--- src/hdl/fctp_pkg.sv ---
// ----------------------------------------------------------------------------
// fctp_pkg
// Shared types and codes for the flash command tag pool: item layouts,
// operation codes, completion codes and status codes.
// ----------------------------------------------------------------------------
package fctp_pkg;

    // bus field and the number of tag groups it can name
    localparam int BUS_W     = 3;
    localparam int NUM_BUSES = 8;

    // operation codes
    localparam logic [1:0] OP_ERASE = 2'd0;
    localparam logic [1:0] OP_READ  = 2'd1;
    localparam logic [1:0] OP_WRITE = 2'd2;
    localparam logic [1:0] OP_EVENT = 2'd3;

    // completion event codes
    localparam logic [7:0] EV_READ_DONE   = 8'd0;
    localparam logic [7:0] EV_WRITE_DONE  = 8'd1;
    localparam logic [7:0] EV_ERASE_DONE  = 8'd2;
    localparam logic [7:0] EV_ERASE_FAIL  = 8'd3;
    localparam logic [7:0] EV_WRITE_READY = 8'd4;

    // reported event status
    localparam logic [2:0] ST_NONE        = 3'd0;
    localparam logic [2:0] ST_PAGE_DONE   = 3'd1;
    localparam logic [2:0] ST_ERASE_DONE  = 3'd2;
    localparam logic [2:0] ST_ERASE_FAIL  = 3'd3;
    localparam logic [2:0] ST_WRITE_READY = 3'd4;
    localparam logic [2:0] ST_UNKNOWN     = 3'd5;

    // request or completion event item
    typedef struct packed {
        logic [1:0]       operation;
        logic [BUS_W-1:0] bus;
        logic [7:0]       chip;
        logic [15:0]      block;
        logic [7:0]       page;
        logic [7:0]       target;
        logic [6:0]       event_tag;
        logic [7:0]       event_code;
    } t_in_item;

    // result item
    typedef struct packed {
        logic        accepted;
        logic [6:0]  tag;
        logic [1:0]  cmd_opcode;
        logic [31:0] cmd_address;
        logic [23:0] cmd_tag_word;
        logic [2:0]  event_status;
        logic        copy_to_host;
    } t_out_item;

endpackage

--- src/hdl/fctp_busy_store.sv ---
// ----------------------------------------------------------------------------
// fctp_busy_store
// Busy flags, one row of TAGS_PER_BUS bits per bus, in a synchronous memory
// with a registered read. Per-row valid bits make never-written rows read idle;
// a write to the row being read in the same cycle is forwarded.
// ----------------------------------------------------------------------------
module fctp_busy_store
    import fctp_pkg::*;
#(
    parameter int TAGS_PER_BUS = 16
) (
    input  logic                    i_clk,
    input  logic                    i_rst_n,
    input  logic                    i_rd_en,
    input  logic [BUS_W-1:0]        i_rd_row,
    output logic [TAGS_PER_BUS-1:0] o_rd_data,
    input  logic                    i_wr_en,
    input  logic [BUS_W-1:0]        i_wr_row,
    input  logic [TAGS_PER_BUS-1:0] i_wr_data
);

    logic [TAGS_PER_BUS-1:0] r_mem [NUM_BUSES];
    logic [NUM_BUSES-1:0]    r_row_vld;
    logic [TAGS_PER_BUS-1:0] r_rd_raw;
    logic                    r_rd_vld;
    logic                    r_fwd_en;
    logic [TAGS_PER_BUS-1:0] r_fwd_data;

    // memory write port
    always_ff @(posedge i_clk) begin
        if (i_wr_en) begin
            r_mem[i_wr_row] <= i_wr_data;
        end
    end

    // memory read port
    always_ff @(posedge i_clk) begin
        if (i_rd_en) begin
            r_rd_raw   <= r_mem[i_rd_row];
            r_fwd_data <= i_wr_data;
        end
    end

    // row valid bits and forwarding control
    always_ff @(posedge i_clk) begin
        if (!i_rst_n) begin
            r_row_vld <= '0;
            r_rd_vld  <= 1'b0;
            r_fwd_en  <= 1'b0;
        end else begin
            if (i_wr_en) begin
                r_row_vld[i_wr_row] <= 1'b1;
            end
            if (i_rd_en) begin
                r_rd_vld <= r_row_vld[i_rd_row];
                r_fwd_en <= i_wr_en && (i_wr_row == i_rd_row);
            end
        end
    end

    // forwarded data wins, an unwritten row reads all idle
    assign o_rd_data = r_fwd_en ? r_fwd_data : (r_rd_vld ? r_rd_raw : '0);

endmodule

--- src/hdl/fctp_target_store.sv ---
// ----------------------------------------------------------------------------
// fctp_target_store
// Read target per tag in a synchronous memory with a registered read. A write
// to the entry read in the same cycle is forwarded.
// ----------------------------------------------------------------------------
module fctp_target_store #(
    parameter int NUM_TAGS = 128,
    localparam int TW      = $clog2(NUM_TAGS)
) (
    input  logic          i_clk,
    input  logic          i_rst_n,
    input  logic          i_rd_en,
    input  logic [TW-1:0] i_rd_addr,
    output logic [7:0]    o_rd_data,
    input  logic          i_wr_en,
    input  logic [TW-1:0] i_wr_addr,
    input  logic [7:0]    i_wr_data
);

    logic [7:0] r_mem [NUM_TAGS];
    logic [7:0] r_rd_raw;
    logic [7:0] r_fwd_data;
    logic       r_fwd_en;

    // memory write port
    always_ff @(posedge i_clk) begin
        if (i_wr_en) begin
            r_mem[i_wr_addr] <= i_wr_data;
        end
    end

    // memory read port
    always_ff @(posedge i_clk) begin
        if (i_rd_en) begin
            r_rd_raw   <= r_mem[i_rd_addr];
            r_fwd_data <= i_wr_data;
        end
    end

    // same-entry forwarding flag
    always_ff @(posedge i_clk) begin
        if (!i_rst_n) begin
            r_fwd_en <= 1'b0;
        end else if (i_rd_en) begin
            r_fwd_en <= i_wr_en && (i_wr_addr == i_rd_addr);
        end
    end

    assign o_rd_data = r_fwd_en ? r_fwd_data : r_rd_raw;

endmodule

--- src/hdl/fctp_first_free.sv ---
// ----------------------------------------------------------------------------
// fctp_first_free
// Lowest idle slot of one bus's tag group. Slots whose tag number falls
// beyond the pool never count as idle.
// ----------------------------------------------------------------------------
module fctp_first_free
    import fctp_pkg::*;
#(
    parameter int TAGS_PER_BUS = 16,
    parameter int NUM_TAGS     = 128,
    localparam int CW          = $clog2(TAGS_PER_BUS)
) (
    input  logic [TAGS_PER_BUS-1:0] i_busy_row,
    input  logic [BUS_W-1:0]        i_bus,
    output logic                    o_found,
    output logic [CW-1:0]           o_col
);

    logic [31:0]             w_base;
    logic [TAGS_PER_BUS-1:0] w_avail;

    assign w_base = 32'(i_bus) * 32'(TAGS_PER_BUS);

    // idle and inside the pool
    always_comb begin
        for (int i = 0; i < TAGS_PER_BUS; i++) begin
            w_avail[i] = !i_busy_row[i] && ((w_base + 32'(i)) < 32'(NUM_TAGS));
        end
    end

    // priority encode, lowest slot first
    always_comb begin
        o_found = 1'b0;
        o_col   = '0;
        for (int i = TAGS_PER_BUS - 1; i >= 0; i--) begin
            if (w_avail[i]) begin
                o_found = 1'b1;
                o_col   = CW'(i);
            end
        end
    end

endmodule

--- src/hdl/flash_command_tag_pool_core.sv ---
// ----------------------------------------------------------------------------
// flash_command_tag_pool_core
// Flash command tag pool: allocates the lowest idle tag of a bus for erase,
// read and write requests and frees tags on done and fail completion events.
// ----------------------------------------------------------------------------
// The block takes one item per cycle while the output side is ready and
// returns one result item for every item. Busy flags live in a memory of
// one row per bus with a registered read: the row is read when an item is
// accepted, searched for the lowest idle slot and written back as the item
// leaves the work stage, and a row written back while the next item reads
// it is forwarded, so back-to-back items on one bus see each other's effect.
// Read targets live in a second memory indexed by tag. Per-row valid bits
// make every tag idle right after reset, so no clearing pass is needed. A
// request on a bus with no idle tag is rejected with an all-zero result.
// ----------------------------------------------------------------------------
module flash_command_tag_pool_core
    import fctp_pkg::*;
#(
    parameter int TAGS_PER_BUS = 16,
    parameter int NUM_TAGS     = 128
) (
    input  logic      i_clk,
    input  logic      i_rst_n,
    input  logic      i_in_valid,
    output logic      o_in_ready,
    input  t_in_item  i_in_item,
    output logic      o_out_valid,
    input  logic      i_out_ready,
    output t_out_item o_out_item
);

    localparam int CW = $clog2(TAGS_PER_BUS);
    localparam int TW = $clog2(NUM_TAGS);

    // input side
    logic             w_in_acc;
    logic             w_in_evt;
    logic [31:0]      w_in_etag32;
    logic             w_in_erow_hit;
    logic [BUS_W-1:0] w_in_erow;
    logic [CW-1:0]    w_in_ecol;
    logic [BUS_W-1:0] w_rd_row;

    // work stage
    logic             r_s1_vld;
    t_in_item         r_s1_item;
    logic             r_s1_erow_hit;
    logic [BUS_W-1:0] r_s1_row;
    logic [CW-1:0]    r_s1_ecol;
    logic             w_s1_adv;
    logic             w_s1_evt;

    // memory ports
    logic [TAGS_PER_BUS-1:0] w_busy_row;
    logic                    w_bwr_en;
    logic [TAGS_PER_BUS-1:0] w_bwr_data;
    logic [7:0]              w_tgt_rd;
    logic                    w_twr_en;

    // allocation and event decode
    logic                    w_found;
    logic [CW-1:0]           w_ff_col;
    logic [CW-1:0]           w_col;
    logic [TAGS_PER_BUS-1:0] w_col_bit;
    logic [31:0]             w_tg32;
    logic [31:0]             w_etag32;
    logic                    w_in_pool;
    logic                    w_frees;
    logic [2:0]              w_status;
    t_out_item               n_out_item;

    // output register
    logic      r_out_vld;
    t_out_item r_out_item;

    // ------------------------------------------------------------------
    // accept and issue memory reads
    // ------------------------------------------------------------------
    assign w_s1_adv   = r_s1_vld && (!r_out_vld || i_out_ready);
    assign o_in_ready = !r_s1_vld || w_s1_adv;
    assign w_in_acc   = i_in_valid && o_in_ready;
    assign w_in_evt   = (i_in_item.operation == OP_EVENT);
    assign w_in_etag32 = 32'(i_in_item.event_tag);

    // locate the event tag's bus row and slot
    always_comb begin
        w_in_erow_hit = 1'b0;
        w_in_erow     = '0;
        w_in_ecol     = '0;
        for (int b = 0; b < NUM_BUSES; b++) begin
            if (w_in_etag32 >= 32'(b * TAGS_PER_BUS) &&
                w_in_etag32 < 32'((b + 1) * TAGS_PER_BUS)) begin
                w_in_erow_hit = 1'b1;
                w_in_erow     = BUS_W'(b);
                w_in_ecol     = CW'(w_in_etag32 - 32'(b * TAGS_PER_BUS));
            end
        end
    end

    assign w_rd_row = w_in_evt ? w_in_erow : i_in_item.bus;

    // ------------------------------------------------------------------
    // work stage registers
    // ------------------------------------------------------------------
    always_ff @(posedge i_clk) begin
        if (!i_rst_n) begin
            r_s1_vld <= 1'b0;
        end else if (w_in_acc) begin
            r_s1_vld <= 1'b1;
        end else if (w_s1_adv) begin
            r_s1_vld <= 1'b0;
        end
    end

    always_ff @(posedge i_clk) begin
        if (w_in_acc) begin
            r_s1_item     <= i_in_item;
            r_s1_erow_hit <= w_in_erow_hit;
            r_s1_row      <= w_rd_row;
            r_s1_ecol     <= w_in_ecol;
        end
    end

    // ------------------------------------------------------------------
    // state memories
    // ------------------------------------------------------------------
    fctp_busy_store #(
        .TAGS_PER_BUS (TAGS_PER_BUS)
    ) u_busy (
        .i_clk     (i_clk),
        .i_rst_n   (i_rst_n),
        .i_rd_en   (w_in_acc),
        .i_rd_row  (w_rd_row),
        .o_rd_data (w_busy_row),
        .i_wr_en   (w_bwr_en),
        .i_wr_row  (r_s1_row),
        .i_wr_data (w_bwr_data)
    );

    fctp_target_store #(
        .NUM_TAGS (NUM_TAGS)
    ) u_target (
        .i_clk     (i_clk),
        .i_rst_n   (i_rst_n),
        .i_rd_en   (w_in_acc && w_in_evt),
        .i_rd_addr (w_in_etag32[TW-1:0]),
        .o_rd_data (w_tgt_rd),
        .i_wr_en   (w_twr_en),
        .i_wr_addr (w_tg32[TW-1:0]),
        .i_wr_data (r_s1_item.target)
    );

    // ------------------------------------------------------------------
    // allocate or free
    // ------------------------------------------------------------------
    fctp_first_free #(
        .TAGS_PER_BUS (TAGS_PER_BUS),
        .NUM_TAGS     (NUM_TAGS)
    ) u_first_free (
        .i_busy_row (w_busy_row),
        .i_bus      (r_s1_item.bus),
        .o_found    (w_found),
        .o_col      (w_ff_col)
    );

    assign w_s1_evt  = (r_s1_item.operation == OP_EVENT);
    assign w_col     = w_s1_evt ? r_s1_ecol : w_ff_col;
    assign w_col_bit = {{(TAGS_PER_BUS - 1){1'b0}}, 1'b1} << w_col;
    assign w_tg32    = 32'(r_s1_item.bus) * 32'(TAGS_PER_BUS) + 32'(w_ff_col);
    assign w_etag32  = 32'(r_s1_item.event_tag);
    assign w_in_pool = w_etag32 < 32'(NUM_TAGS);

    // event status per completion code
    always_comb begin
        w_frees = 1'b0;
        case (r_s1_item.event_code)
            EV_READ_DONE: begin
                w_status = ST_PAGE_DONE;
                w_frees  = 1'b1;
            end
            EV_WRITE_DONE: begin
                w_status = ST_PAGE_DONE;
                w_frees  = 1'b1;
            end
            EV_ERASE_DONE: begin
                w_status = ST_ERASE_DONE;
                w_frees  = 1'b1;
            end
            EV_ERASE_FAIL: begin
                w_status = ST_ERASE_FAIL;
                w_frees  = 1'b1;
            end
            EV_WRITE_READY: begin
                w_status = ST_WRITE_READY;
            end
            default: begin
                w_status = ST_UNKNOWN;
            end
        endcase
    end

    // write-back of the busy row and the read target
    always_comb begin
        w_bwr_en   = 1'b0;
        w_bwr_data = w_busy_row;
        if (w_s1_evt) begin
            w_bwr_en   = w_s1_adv && w_frees && w_in_pool && r_s1_erow_hit;
            w_bwr_data = w_busy_row & ~w_col_bit;
        end else begin
            w_bwr_en   = w_s1_adv && w_found;
            w_bwr_data = w_busy_row | w_col_bit;
        end
    end

    assign w_twr_en = w_s1_adv && !w_s1_evt && w_found &&
                      (r_s1_item.operation == OP_READ);

    // result item
    always_comb begin
        n_out_item = '0;
        if (w_s1_evt) begin
            n_out_item.tag          = r_s1_item.event_tag;
            n_out_item.event_status = w_status;
            n_out_item.copy_to_host = (r_s1_item.event_code == EV_READ_DONE) &&
                                      w_in_pool && (w_tgt_rd == 8'd0);
        end else if (w_found) begin
            n_out_item.accepted    = 1'b1;
            n_out_item.tag         = w_tg32[6:0];
            n_out_item.cmd_opcode  = r_s1_item.operation;
            n_out_item.cmd_address = {r_s1_item.block,
                                      (r_s1_item.operation == OP_ERASE) ?
                                          8'd0 : r_s1_item.page,
                                      r_s1_item.chip};
            if (r_s1_item.operation == OP_READ) begin
                n_out_item.cmd_tag_word = {r_s1_item.target, w_tg32[15:0]};
            end else begin
                n_out_item.cmd_tag_word = {8'd0, w_tg32[15:0]};
            end
        end
    end

    // ------------------------------------------------------------------
    // output register
    // ------------------------------------------------------------------
    always_ff @(posedge i_clk) begin
        if (!i_rst_n) begin
            r_out_vld <= 1'b0;
        end else if (w_s1_adv) begin
            r_out_vld <= 1'b1;
        end else if (i_out_ready) begin
            r_out_vld <= 1'b0;
        end
    end

    always_ff @(posedge i_clk) begin
        if (w_s1_adv) begin
            r_out_item <= n_out_item;
        end
    end

    assign o_out_valid = r_out_vld;
    assign o_out_item  = r_out_item;

`ifndef NO_ASSERTIONS
    // a granted tag lies in the requested bus's group and inside the pool
    assert property (@(posedge i_clk) disable iff (!i_rst_n)
        (w_s1_adv && !w_s1_evt && w_found) |->
            (w_tg32 >= 32'(r_s1_item.bus) * 32'(TAGS_PER_BUS)) &&
            (w_tg32 < 32'(NUM_TAGS)))
        else $error("granted tag outside its bus group");

    // a granted request carries no event status
    assert property (@(posedge i_clk) disable iff (!i_rst_n)
        (o_out_valid && o_out_item.accepted) |->
            (o_out_item.event_status == ST_NONE) && !o_out_item.copy_to_host &&
            (o_out_item.cmd_opcode != OP_EVENT))
        else $error("granted request with event fields set");

    // host copy only on a page-done status
    assert property (@(posedge i_clk) disable iff (!i_rst_n)
        (o_out_valid && o_out_item.copy_to_host) |->
            (o_out_item.event_status == ST_PAGE_DONE) && !o_out_item.accepted)
        else $error("host copy without page done");
`endif

endmodule

--- config.mk ---
export PLATFORM = sky130hd
export DESIGN_NAME = flash_command_tag_pool_core
export DESIGN_NICKNAME = d
export VERILOG_FILES = /design/src/hdl/fctp_pkg.sv /design/src/hdl/fctp_busy_store.sv /design/src/hdl/fctp_target_store.sv /design/src/hdl/fctp_first_free.sv /design/src/hdl/flash_command_tag_pool_core.sv
export SDC_FILE = /design/constraint.sdc
export NUM_CORES = 1
export LEC_CHECK = 0
export BUFFER_PORTS_ARGS = -buffer_cell sky130_fd_sc_hd__buf_4
export CAP_MARGIN = 0
export CORE_MARGIN = 5
export CORE_UTILIZATION = 45
export DETAILED_ROUTE_END_ITERATION = 10
export GPL_TIMING_DRIVEN = 0
export HOLD_SLACK_MARGIN = 0.15
export SYNTH_ARGS = -nofsm -noshare
export SYNTH_HDL_FRONTEND = slang
export SYNTH_SLANG_ARGS = --single-unit
--- constraint.sdc ---
create_clock -name i_clk -period 3.93 [get_ports i_clk]
set_clock_uncertainty 0.1 [all_clocks]
set_input_delay 0.786 -clock i_clk [delete_from_list [all_inputs] [get_ports i_clk]]
set_output_delay 0.786 -clock i_clk [all_outputs]
set_load 0.05 [all_outputs]
==> results by group, run 1 <==
Logic synthesis
  – Avg Synthesized Cell Area: 21.2 µm²
  – Distinct cells, synth: 70
  – Register area share after synthesis: 77.1%
  – Area of the mapped netlist: 52100 µm²
  – Primary FF master, synth: edfxtp_1
  – Post-synth EDFFs: 1329
  – Synth async-reset ratio: 0%
  – Yosys synthesis warning count: 0
  – Cells after synthesis: 2462
  – FF+latch count, synth: 1342

Floorplan
  – Placeable Area: 115000 µm²
  – Rows: 124
  – Boundary Pins: 136
  – Starting Density: 45.5%
  – DIE WIDTH: 350 µm
  – Die Y: 350 µm
  – Area of the die: 123000 µm²

Run
  – Max cap viols: 0

CTS
  – Number of buffers on the longest clock path: 3
  – Max H-tree Level: 4
  – Clock root cell: clkbuf_16
  – TritonCTS buffer count: 138
  – Clock Pin Slew Worst Setup and Hold Paths: 60 ps
  – Clock Sinks: 1342
  – CTS tree: done
  – Insertion delay to the later sink of the worst-skew pair: 750 ps

Global routing
  – Gr usage total: 20.9%
  – Largest net degree at the start of global routing: 62
  – First-pass GRT wire length: 185000 µm
  – Gr ovfl total: 0
  – Vias in the first global route: 26700
  – Initial antenna violation count: 4

Power and ir drop
  – Final Total Pwr: 30.7 mW
  – Power Dens Cells: 496 nW/µm²
  – Pleak: 19.9 nW
  – Maximum vdd ir drop: 0.408 mV

Cells and area
  – Nets: 2918
  – Area delta synth->final: 18.8%
  – Final Util: 54.0%
  – Share of layout cells above drive strength 1: 31.2%
  – # fillers: 8631
  – Post-route design area: 61900 µm²

Routing
  – Routed wl met2: 62700 µm
  – Pre-antenna DRT Iters: 5
  – M1 WL: 51800 µm
  – Detailed-route DRC error count: 0
  – Vias: 26100
  – Starting DRT DRC Count: 2843
  – Met3 wire len: 9300 µm
  – DRT antenna net count: 0
  – Vias/cell: 5.82
  – DR top layer: met4
  – Final WL: 127000 µm
  – Routed len/inst: 28.4 µm

Placement
  – Buffers on Ports: 125
  – GP Congestion: 0.847
  – DP HPWL: 87500 µm
  – Placed cell areas: 56300 µm²
  – Setup WS pre-CTS: -999 ps

Timing
  – Fin Setup TNS: -2020 ps
  – Fin crit period: 4000 ps
  – Final period utilization: 102%
  – Relative slew slack: 11.8%
  – Count of final hold-check violations: 0
  – Post-route setup slack: -67.3 ps
  – Final max-slew violation count: 0
  – Unrepaired setup endpoints after global routing: yes
  – Worst-margin pin slew: 1320 ps
  – Fmax: 0.250 GHz
  – # setup viols final: 95

Worst setup path
  – CP required: 4210 ps
  – WS Path Type: flip-flop to flip-flop
  – Worst-path maximum fanout: 10
  – Setup crit start kind: flip-flop
  – R2r setup slk: -70 ps
  – Worst reg2reg path depth: 8
  – Worst EP arrival: 4280 ps
  – Worst Setup End Kind: flip-flop

Hold path
  – Worst hold stages: 3
  – Hold Crit Class: input port to flip-flop

Run status
  – Status: finished with violations
  – Failing checks: negative setup slack
## worst max-delay path, cell delays in order (launching register included)
cell and delay [ps]:
dfxtp_1 400, buf_4 190, buf_6 150, and3_1 200
a2bb2o_4 260, a2111oi_4 620, and3_1 570, nand2_1 500
nor2_2 620
## Yosys cell counts, types with 4 or more instances
cell | number | area share, %
dfxtp_1 | 13 | 0.50
nor3_1 | 43 | 0.41
o211ai_1 | 4 | 0.058
buf_4 | 21 | 0.30
o21ai_1 | 6 | 0.058
buf_2 | 39 | 0.37
clkbuf_1 | 64 | 0.46
nand2_1 | 111 | 0.80
nand3b_1 | 9 | 0.13
nor3b_1 | 4 | 0.058
inv_1 | 9 | 0.065
and2_1 | 55 | 0.66
nand2b_1 | 13 | 0.16
a31oi_1 | 6 | 0.072
o22ai_1 | 22 | 0.26
mux4_2 | 336 | 15
nor2b_1 | 14 | 0.17
o21ai_0 | 17 | 0.16
edfxtp_1 | 1329 | 77
mux2i_1 | 38 | 0.73
a21o_1 | 9 | 0.13
and3_1 | 11 | 0.13
nor4_1 | 16 | 0.19
a211oi_1 | 11 | 0.16
nor2_1 | 123 | 0.89
a22oi_1 | 23 | 0.33
a21oi_1 | 17 | 0.16
xnor2_1 | 7 | 0.12
nand4b_1 | 4 | 0.067
buf_1 | 13 | 0.094
and3b_1 | 5 | 0.084
nand3_1 | 15 | 0.14
## layout by cell type (no fill, tap or decap), types with 17 or more instances in the layout
cell type,instances
clkinv_2,23
a22oi_1,23
nor3_2,24
o21ai_0,17
nand2_1,106
dlygate4sd3_1,60
clkbuf_1,80
a21oi_1,17
nor2_2,56
mux4_2,336
and2_1,55
o22ai_1,22
buf_4,156
buf_16,37
clkinv_1,35
clkbuf_16,140
buf_2,37
nor2_4,26
edfxtp_1,1329
nor2_1,41
mux2i_1,37
## state kept, by name (all words and copies together), names as in the netlist
name,count
u_target.r_mem,1024
u_busy.r_mem,128
o_out_item,61
r_s1_item,60
u_busy.r_fwd_data,16
u_busy.r_rd_raw,16
u_busy.r_row_vld,8
u_target.r_fwd_data,8
u_target.r_rd_raw,8
r_s1_ecol,4
r_s1_row,3
o_out_valid,1
r_s1_erow_hit,1
r_s1_vld,1
u_busy.r_fwd_en,1
u_busy.r_rd_vld,1
u_target.r_fwd_en,1
## layer usage
layer | up-vias | GRT usage, %
met5 | - | 0
met4 | 0 | 6.05
li1 | 11000 | -
met3 | 207 | 3.99
met2 | 1092 | 34.1
met1 | 13800 | 29.3
## per-stage QoR
step / hold WS, ps / std cells
4_1_cts: 182 / 4474
3_3_place_gp: 327 / 4107
5_1_grt: 228 / 4478
3_5_place_dp: 359 / 4160
6_report: 229 / 4478
2_1_floorplan: 317 / 2470
## area by class of cell
type	instances	area, µm²	share of cell area (%)
Buffer	138	687	1.11
Multi-Input combinational cell	978	11900	19.2
Timing Repair Buffer	245	2840	4.58
Tap cell	1512	1890	3.05
Inverter	11	43.8	0.0707
Sequential cell	1342	40200	64.9
Clock buffer	162	3590	5.79
Clock inverter	89	856	1.38
Antenna cell	1	2.50	0.00404
## path summary, 6_finish.rpt
check	from	end
worst max-delay path	u_busy.r_fwd_en	u_target.r_mem[104][7]
worst min-delay path	i_in_valid	r_s1_vld
worst max register to register	u_busy.r_fwd_en	u_target.r_mem[104][7]
worst min register to register	u_busy.r_row_vld[3]	u_busy.r_row_vld[3]
## power breakdown
part	total [mW]	internal [mW]	switching [mW]
clock network	12.8	7.38	5.45
registers	16.0	15.9	0.0820
logic	1.90	0.749	1.15
## logic make-up (layout without fill, tap and decap cells)
kind of cell / after synthesis / in the layout / share of synthesized area (%)
DFF: 1342 / 1342 / 77.1
and+or+nand+nor: 440 / 440 / 4.17
muxes: 375 / 375 / 15.3
buffers and inverters: 150 / 645 / 1.35
AOI/OAI and AO/OA: 144 / 144 / 1.97
xor gates and xnor gates: 9 / 9 / 0.151
other: 2 / 11 / 0.0144
## what timing repair did
item | CTS | global route
pin swaps | 4 | 0
setup endpoints to repair | 831 | 600
gates resized for setup | 114 | 45
hold buffers | 60 | 0
cloned | 0 | 0
buffers inserted | 4 | 2
endpoints found under the hold margin | 60 | 0
Note: power is estimated with default switching activity, not from simulation.
==> run 2: changes to the inputs <==
Settings changed: SYNTH_HIERARCHICAL from default to 1.
==> results by group, run 2 <==
Timing
  – Unrepaired setup endpoints after global routing: yes
  – Fin crit period: 3870 ps (-127 ps)
  – Relative slew slack: 18.7% (+6.9 points)
  – # setup viols final: 0 (-100%)
  – Fin Setup TNS: 0 ps (+2020 ps)
  – Worst-margin pin slew: 1220 ps (-103 ps)
  – Count of final hold-check violations: 0 (unchanged)
  – Fmax: 0.258 GHz (+3.3%)
  – Final period utilization: 98.5% (-3.2 points)
  – Final max-slew violation count: 0 (unchanged)

Logic synthesis
  – FF+latch count, synth: 1342 (unchanged)
  – Synth top cells by count: edfxtp_1, mux4_2, nor2_1
  – Count leader, synth: edfxtp_1
  – Yosys top cell by area: edfxtp_1
  – Mux cell area share after synthesis: 17.1% (+1.8 points)
  – Yosys synthesis warning count: 6 (+6)
  – Synth Area in Simple Gates: 2.87% (-1.3 points)
  – Synth area leaders: edfxtp_1, mux4_2, mux4_1
  – Cells after synthesis: 2284 (-7.2%)
  – Primary FF master, synth: edfxtp_1
  – XOR/XNOR share of the synthesized area: 0.203% (+0.052 points)
  – Compound-Gate Fraction of Synth Area: 1.02% (-0.94 points)
  – Distinct cells, synth: 50 (-29%)
  – Area of the mapped netlist: 51800 µm² (-0.56%)
  – Share of synthesized cell area in full adder, half adder and majority cells: 0% (unchanged)
  – Main combinational cell family by area after synthesis: multiplexers
  – Post-synth EDFFs: 1329 (unchanged)
  – Synth async-reset ratio: 0% (unchanged)
  – Register area share after synthesis: 77.5% (+0.43 points)
  – Avg Synthesized Cell Area: 22.7 µm² (+7.2%)
  – Area share of the largest cell type after synthesis: 77.0% (+0.43 points)

Worst setup path
  – WS Path Type: flip-flop to flip-flop
  – Setup crit start kind: flip-flop
  – CP required: 4190 ps (-20 ps)
  – Crit path to: u_target/r_mem[5][4]
  – Worst-path maximum fanout: 10 (unchanged)
  – R2r setup slk: 60 ps (+130 ps)
  – CP Launch Point: u_busy/r_fwd_en
  – Worst reg2reg path depth: 11 (+3)
  – Worst Setup End Kind: flip-flop
  – Worst r2r dst: u_target/r_mem[5][4]
  – Reg-to-Reg Start: u_busy/r_fwd_en
  – Worst EP arrival: 4130 ps (-150 ps)

Cells and area
  – Max FFs per register: 1024 (unchanged)
  – Commonest non-fill, non-tap cell in the layout: edfxtp_1
  – Nets: 2775 (-4.9%)
  – Final Util: 54.9% (+0.89 points)
  – Area delta synth->final: 21.1%
  – Most flops, register: u_target/r_mem
  – Share of layout cells above drive strength 1: 37.0% (+5.8 points)
  – Most frequent cells in the layout: edfxtp_1, mux4_2, buf_4

Routing
  – Vias: 25500 (-2.3%)
  – Pre-antenna DRT Iters: 5 (unchanged)
  – Detailed-route DRC error count: 0 (unchanged)
  – DRT antenna net count: 0 (unchanged)
  – Final WL: 131000 µm (+2.9%)
  – Starting DRT DRC Count: 2799 (-1.5%)
  – Vias/cell: 5.88 (+0.94%)
  – Routed len/inst: 30.2 µm (+6.4%)

CTS
  – Clock Pin Slew Worst Setup and Hold Paths: 60 ps (about the same)
  – CTS tree: done
  – TritonCTS buffer count: 138 (unchanged)
  – Max H-tree Level: 4 (unchanged)
  – Clock Sinks: 1342 (unchanged)
  – Clock root cell: clkbuf_16
  – Insertion delay to the later sink of the worst-skew pair: 730 ps (-20 ps)
  – Number of buffers on the longest clock path: 3 (unchanged)

Global routing
  – Gr usage total: 21.3% (+0.43 points)
  – Largest net degree at the start of global routing: 70 (+13%)
  – Initial antenna violation count: 4 (unchanged)
  – First-pass GRT wire length: 186000 µm (+0.62%)
  – Gr ovfl total: 0 (unchanged)
  – Vias in the first global route: 26200 (-1.8%)

Floorplan
  – Area of the die: 122000 µm² (-0.54%)
  – Boundary Pins: 136 (unchanged)
  – Starting Density: 45.3% (-0.13 points)
  – Die Y: 349 µm (-0.27%)
  – Placeable Area: 114000 µm² (-0.27%)
  – DIE WIDTH: 349 µm (-0.27%)
  – Rows: 124 (unchanged)

Hold path
  – Hold Crit Class: input port to flip-flop

Placement
  – GP Congestion: 0.892 (+5.3%)
  – Buffers on Ports: 126 (+0.80%)
  – DP HPWL: 89400 µm (+2.2%)

Run status
  – Status: finished, final reports clean

Run
  – Max cap viols: 0 (unchanged)

Power and ir drop
  – Power Dens Cells: 486 nW/µm² (-2.0%)
  – Maximum vdd ir drop: 0.382 mV (-6.5%)
  – Pleak: 20.0 nW (+0.65%)
[run 2: cell types whose count changed in the layout (fill, tap and decap cells not counted), moves of 22 or more]
cell,before,now
nor2_1,41,15
a22oi_1,23,0
mux2i_1,37,4
o22ai_1,22,0
mux2_2,0,35
nand2_1,106,18
and2_1,55,10
nor2_4,26,95
mux4_1,0,27
buf_4,156,178
nor3_2,24,1
nor2_2,56,23
and3_1,11,43
[run 2: logic make-up (layout without fill, tap and decap cells)]
kind of cell	Yosys count	in the layout
other	2	12
multiplexers	408	408
buffers and inverters	142	670
flip-flops	1342	1342
AO/OA/AOI/OAI	78	78
AND/OR/NAND/NOR	300	300
XOR/XNOR	12	12
[run 2: cell type report]
cell class                 instances  area (µm²)
antenna                            2        5.00
buffer                           134         883
clock buffer                     182        3670
clock inverter                    67         686
fill                            8428       51600
inverter                           5        18.8
multi-input combinational        808       12100
sequential                      1342       40200
tap                             1512        1890
timing repair buffer             282        3310
[run 2: worst min path at each step]
stage                                   start                  end  slack (ps)  cells after the start
after floorplan           u_busy/r_row_vld[0]  u_busy/r_row_vld[0]         340                      1
after CTS                       i_in_item[11]        r_s1_item[11]         160                      1
final                           i_in_item[14]        r_s1_item[14]         220                      1
after global routing            i_in_item[11]        r_s1_item[11]         180                      1
after detailed placement  u_busy/r_row_vld[4]  u_busy/r_row_vld[4]         360                      1
after global placement    u_busy/r_row_vld[4]  u_busy/r_row_vld[4]         350                      1
[run 2: critical path: stages, from the launching register on]
cell      delay (ps)
dfxtp_4          380
nor2b_1          120
clkbuf_2         210
buf_4            210
a22o_1           230
nand4_1          200
nor3_4           250
nor3_4           110
clkbuf_2         230
nor2_1           440
nand2_1          430
nor2_2           580
[run 2: per-layer routing]
metal / up-vias / wire [µm] / track usage [%]
li1: 10500 / - / -
met1: 13600 / 50100 / 28.2
met2: 1149 / 63600 / 34.6
met3: 248 / 12000 / 5.81
met4: 2 / 5080 / 7.45
met5: - / 83 / 0.501
[run 2: metrics by stage]
stage / cell area [µm²] / total power, mW / worst slack (ps) / instances / hold slack [ps]
4_1_cts: 62600 / 30.8 / -29.8 / 4324 / 161
6_report: 62800 / 30.5 / 59.7 / 4334 / 221
2_1_floorplan: 51900 / 17.3 / 5.88 / 2292 / 340
3_5_place_dp: 55900 / 18.1 / -2350 / 3981 / 359
5_1_grt: 62800 / 31.5 / -39.7 / 4332 / 180
3_3_place_gp: 54700 / 18.0 / -2200 / 3930 / 347
[run 2: repair_timing]
item | CTS | global route
setup buffers | 39 | 7
cloned | 2 | 1
endpoints found under the hold margin | 56 | 0
gates resized for setup | 328 | 30
hold buffers | 56 | 0
pin swaps | 39 | 7
endpoints found under the setup margin | 1247 | 947
[run 2: power breakdown]
part	total [mW]	internal (mW)	switching, mW
logic	1.91	0.788	1.12
clock network	12.6	7.28	5.37
registers	16.0	15.9	0.0717
total	30.5	24.0	6.56
